**src/design/oss_pkg.sv**
```systemverilog
// ----------------------------------------------------------------------------
// oss_pkg
// Shared widths and types for the order-statistic set.
// ----------------------------------------------------------------------------
`default_nettype none

package oss_pkg;

  localparam int unsigned CAPACITY = 64;

  localparam int unsigned KEY_W  = 31;
  localparam int unsigned RANK_W = 6;
  localparam int unsigned CNT_W  = $clog2(CAPACITY + 1);
  localparam int unsigned IDX_W  = $clog2(CAPACITY);
  localparam int unsigned CMP_W  = (CNT_W > RANK_W) ? CNT_W : RANK_W;

  typedef enum logic {
    CMD_INSERT = 1'b0,
    CMD_ERASE  = 1'b1
  } oss_cmd_e;

  // broadcast update to every cell of the row
  typedef struct packed {
    logic             ins_en;
    logic             del_en;
    logic [KEY_W-1:0] key;
  } oss_op_t;

endpackage

`default_nettype wire

```
**src/design/oss_cell.sv**
```systemverilog
// ----------------------------------------------------------------------------
// oss_cell
// One slot of the sorted row: compares its key and shifts on insert/erase.
// ----------------------------------------------------------------------------
`default_nettype none

module oss_cell (
  input  wire logic                     clk_i,
  input  wire oss_pkg::oss_op_t         op_i,
  input  wire logic                     occ_i,
  input  wire logic                     left_lt_i,
  input  wire logic [oss_pkg::KEY_W-1:0] left_key_i,
  input  wire logic [oss_pkg::KEY_W-1:0] right_key_i,
  output logic                          lt_o,
  output logic                          eq_o,
  output logic [oss_pkg::KEY_W-1:0]     key_o
);
  import oss_pkg::*;

  logic [KEY_W-1:0] key_q, key_d;

  assign lt_o  = occ_i && (key_q < op_i.key);
  assign eq_o  = occ_i && (key_q == op_i.key);
  assign key_o = key_q;

  always_comb begin
    key_d = key_q;
    if (op_i.ins_en && !lt_o) begin
      key_d = left_lt_i ? op_i.key : left_key_i;
    end else if (op_i.del_en && !lt_o) begin
      key_d = right_key_i;
    end
  end

  always_ff @(posedge clk_i) begin
    key_q <= key_d;
  end

endmodule

`default_nettype wire

```
**config.mk**
```make
export PLATFORM = sky130hd
export DESIGN_NAME = oss_cell
export DESIGN_NICKNAME = d
export VERILOG_FILES = /design/src/design/oss_pkg.sv /design/src/design/oss_cell.sv
export SDC_FILE = /design/constraint.sdc
export NUM_CORES = 1
export LEC_CHECK = 0
export ABC_AREA = 1
export BUFFER_PORTS_ARGS = -buffer_cell sky130_fd_sc_hd__buf_2
export CAP_MARGIN = 20
export CELL_PAD_IN_SITES_DETAIL_PLACEMENT = 1
export CELL_PAD_IN_SITES_GLOBAL_PLACEMENT = 2
export CORE_UTILIZATION = 26
export DETAILED_ROUTE_END_ITERATION = 10
export PLACE_DENSITY = 0.95
export REMOVE_ABC_BUFFERS = 1
export SLEW_MARGIN = 10
export SYNTH_ARGS = -nofsm -noshare
export SYNTH_HDL_FRONTEND = slang
export SYNTH_SLANG_ARGS = --single-unit
```
**constraint.sdc**
```tcl
create_clock -name clk_i -period 6.4 [get_ports clk_i]
set_clock_uncertainty 0.1 [all_clocks]
set_input_delay 0.64 -clock clk_i [delete_from_list [all_inputs] [get_ports clk_i]]
set_output_delay 0.64 -clock clk_i [all_outputs]
set_load 0.01 [all_outputs]
```
==> flow_metrics.env <==
export IMPL_synth_top_area_share_pct=35.33
export IMPL_synth_most_common_cell="nand2_1"
export IMPL_numClockSinks=31
export IMPL_cts_resized=0
export IMPL_min_path_cells=3
export IMPL_wl_per_cell_um=13.17
export IMPL_worst_ep_arrival_time_ps=2940
export IMPL_layout_worst_path_cycle_share_pct=49.16
export IMPL_path_clk_slew_ps=60
export IMPL_r2r_end="key_o[15]"
export IMPL_tightestPinTransition_ps=949.8
export IMPL_grt_busiest_layer="met2"
export IMPL_crit_path_start_kind="input port"
export IMPL_finalNetCount=612
export IMPL_critPathMaxFanout=33
export IMPL_vias=2769
export IMPL_pwr_share_clk_pct=20.5
export IMPL_synthCells=361
export IMPL_clock_path_buffers=2
export IMPL_grtUsageMet1_pct=16.71
export IMPL_fmax_ghz=0.3179
export IMPL_peakVddDrop_mv=0.06249
export IMPL_synth_area_leaders="edfxtp_1 (35%), ha_1 (15%), nand2_1 (15%)"
export IMPL_r2r_start="key_o[26]"
export IMPL_slowest_delay_ps=740
export IMPL_synthFlopType="edfxtp_1"
export IMPL_ys_seq_elements=31
export IMPL_p_int_uw=442.3
export IMPL_grt_pass1_wl_um=12460
export IMPL_grt_setup_unrepaired="false"
export IMPL_hold_class="input port to flip-flop"
export IMPL_criticalPathCategory="input port to flip-flop"
export IMPL_finalSetupTns_ps=0
export IMPL_synth_cell_type_count=20
export IMPL_crit_path_end_kind="flip-flop"
export IMPL_die_h_um=102.7
export IMPL_p_seq_share_pct=41.7
export IMPL_async_flop_share_pct=0
export IMPL_grtUsageTotal_pct=15.35
export IMPL_grt_max_degree=62
export IMPL_fillers=1309
export IMPL_worstPathCellList="buf_2, inv_1, ha_1, nand2_1, nor2_1, nand2_1, nor2_1, nor2_1, nand2_1, nand2_1, nand2_4, inv_1, nor2_4"
export IMPL_cts_made_buffers=5
export IMPL_grt_ovfl_total=0
export IMPL_synth_area_leader_cell="edfxtp_1"
export IMPL_hold_path_end="key_o[22]"
export IMPL_viasPerCell=4.502
export IMPL_die_width_um=102.7
export IMPL_layout_drive_gt1_share_pct=30.29
export IMPL_required_ps=6200
export IMPL_r2r_cells=11
export IMPL_met3_usage_pct=3.186
export IMPL_cts_htree_levels=2
export IMPL_reg2reg_slack_ps=3340
export IMPL_start_util_pct=26.83
export IMPL_p_total_uw=684.9
export IMPL_cellLeakagePower_nw=1.885
export IMPL_cp_common_cell="nand2_1"
export IMPL_worst_hold_startpoint="right_key_i[22]"
export IMPL_p_comb_share_pct=37.8
export IMPL_synth_yosys_seq_area_share_pct=35.33
export IMPL_powerDensity_nw_per_um2=199.3
export IMPL_fp_dieArea_um2=10540
export IMPL_grt_pass1_vias=2844
export IMPL_rows=36
export IMPL_syn_to_final_growth_pct=30.44
export IMPL_synthTopCellsByCount="nand2_1 (103), nor2_1 (45), inv_1 (44)"
export IMPL_antenna_found_initial=0
export IMPL_route_detailed_drc=0
export IMPL_hold_ws_ps=528.3
export IMPL_slew_violations=0
export IMPL_status="finished, final reports clean"
export IMPL_finalCriticalPeriod_ps=3146
export IMPL_cts_root_buffer="clkbuf_8"
export IMPL_port_buffers=130
export IMPL_drtIter0Drc=29
export IMPL_ant_nets=0
export IMPL_syn_avg_cell_area_um2=7.299
export IMPL_fin_area_um2=3437
export IMPL_syn_area_um2=2635
export IMPL_cts_setup_buffers=0
export IMPL_netSwitchingFraction_pct=35.42
export IMPL_timing_final_hold_violations=0
export IMPL_p_sw_uw=242.6
export IMPL_post_dp_cell_area_um2=3364
export IMPL_synth_edf_count=31
export IMPL_first_pass_iters=4
export IMPL_slowest_stage="nor2_4"
export IMPL_antenna_cells=0
export IMPL_clk_insertion_delay_late_ps=270
export IMPL_io_pins=131
export IMPL_met2_usage_pct=30.15
export IMPL_cts_hold_buffers=0
export IMPL_dpl_hpwl_um=6310
export IMPL_timing_slew_headroom_pct=36.53
export IMPL_yosys_warnings=0
export IMPL_finalSetupViolCount=0
export IMPL_cap_violations=0
export IMPL_finalWeightedCongestion=0.7113
export IMPL_routed_wl_um=8097
export IMPL_core_area_um2=9819
export IMPL_largest_reg_flops=31
export IMPL_cts_tree="built"
[logic make-up (layout without fill, tap and decap cells)]
logic type | count (synthesis) | after routing | synth area share, %
compound gates | 40 | 40 | 7.597
fa+ha+maj | 31 | 31 | 14.72
buf+inv | 62 | 183 | 10.59
flops | 31 | 31 | 35.33
mux | 1 | 1 | 0.4273
simple gates | 196 | 196 | 31.34
[metal layers]
layer,up-vias,part of all wire (%)
li1,1418,-
met1,1270,42
met2,75,52
met3,6,5.1
met4,0,0.72
met5,-,0
[cells in the final DEF (no fill, tap or decap), types with 3 or more instances in the layout]
cell      instances
a21oi_1          39
buf_2           130
clkbuf_8          5
edfxtp_1         31
ha_1             31
inv_1            44
nand2_1         103
nand3_1          37
nand4_1           3
nor2_1           44
[worst max-delay path, delay by kind of cell]
kind	cells	cell delay, ps
simple gates	9	1720
fa+ha+maj	1	290
buf+inv	3	270
[metrics by stage]
| step | std cells | utilization (%) | setup WS, ps |
|---|---|---|---|
| global route | 615 | 35.00 | 2948 |
| global placement | 609 | 34.26 | 2984 |
| floorplan | 344 | - | 2697 |
| detailed placement | 609 | 34.26 | 2898 |
| finish | 615 | 35.00 | 3254 |
| CTS | 615 | 35.00 | 3198 |
[power groups by stage]
stage / Clock [mW] / Combinational [mW] / Sequential (mW)
final: 0.140 / 0.259 / 0.286
after global routing: 0.155 / 0.297 / 0.290
after floorplan: 0 / 0.132 / 0.303
after CTS: 0.149 / 0.264 / 0.287
after detailed placement: 0 / 0.263 / 0.291
after global placement: 0 / 0.253 / 0.289
[how the worst max path moves through the flow]
stage	startpoint	end
final	op_i[14]	key_o[15]
after global routing	op_i[14]	key_o[15]
after CTS	op_i[14]	key_o[0]
after detailed placement	op_i[14]	key_o[18]
after global placement	op_i[14]	key_o[18]
after floorplan	op_i[30]	key_o[0]
[cell type report]
cell class              instances  area, um2  area share [%]
repair buffers                132      665.6           19.37
clock buffers                   6      72.57           2.111
inverters                      45      168.9           4.914
flip-flops and latches         31      930.9           27.08
multi-input cells             268       1433           41.68
well taps                     133      166.4           4.842
No activity file was read; power rests on OpenSTA's default activity.
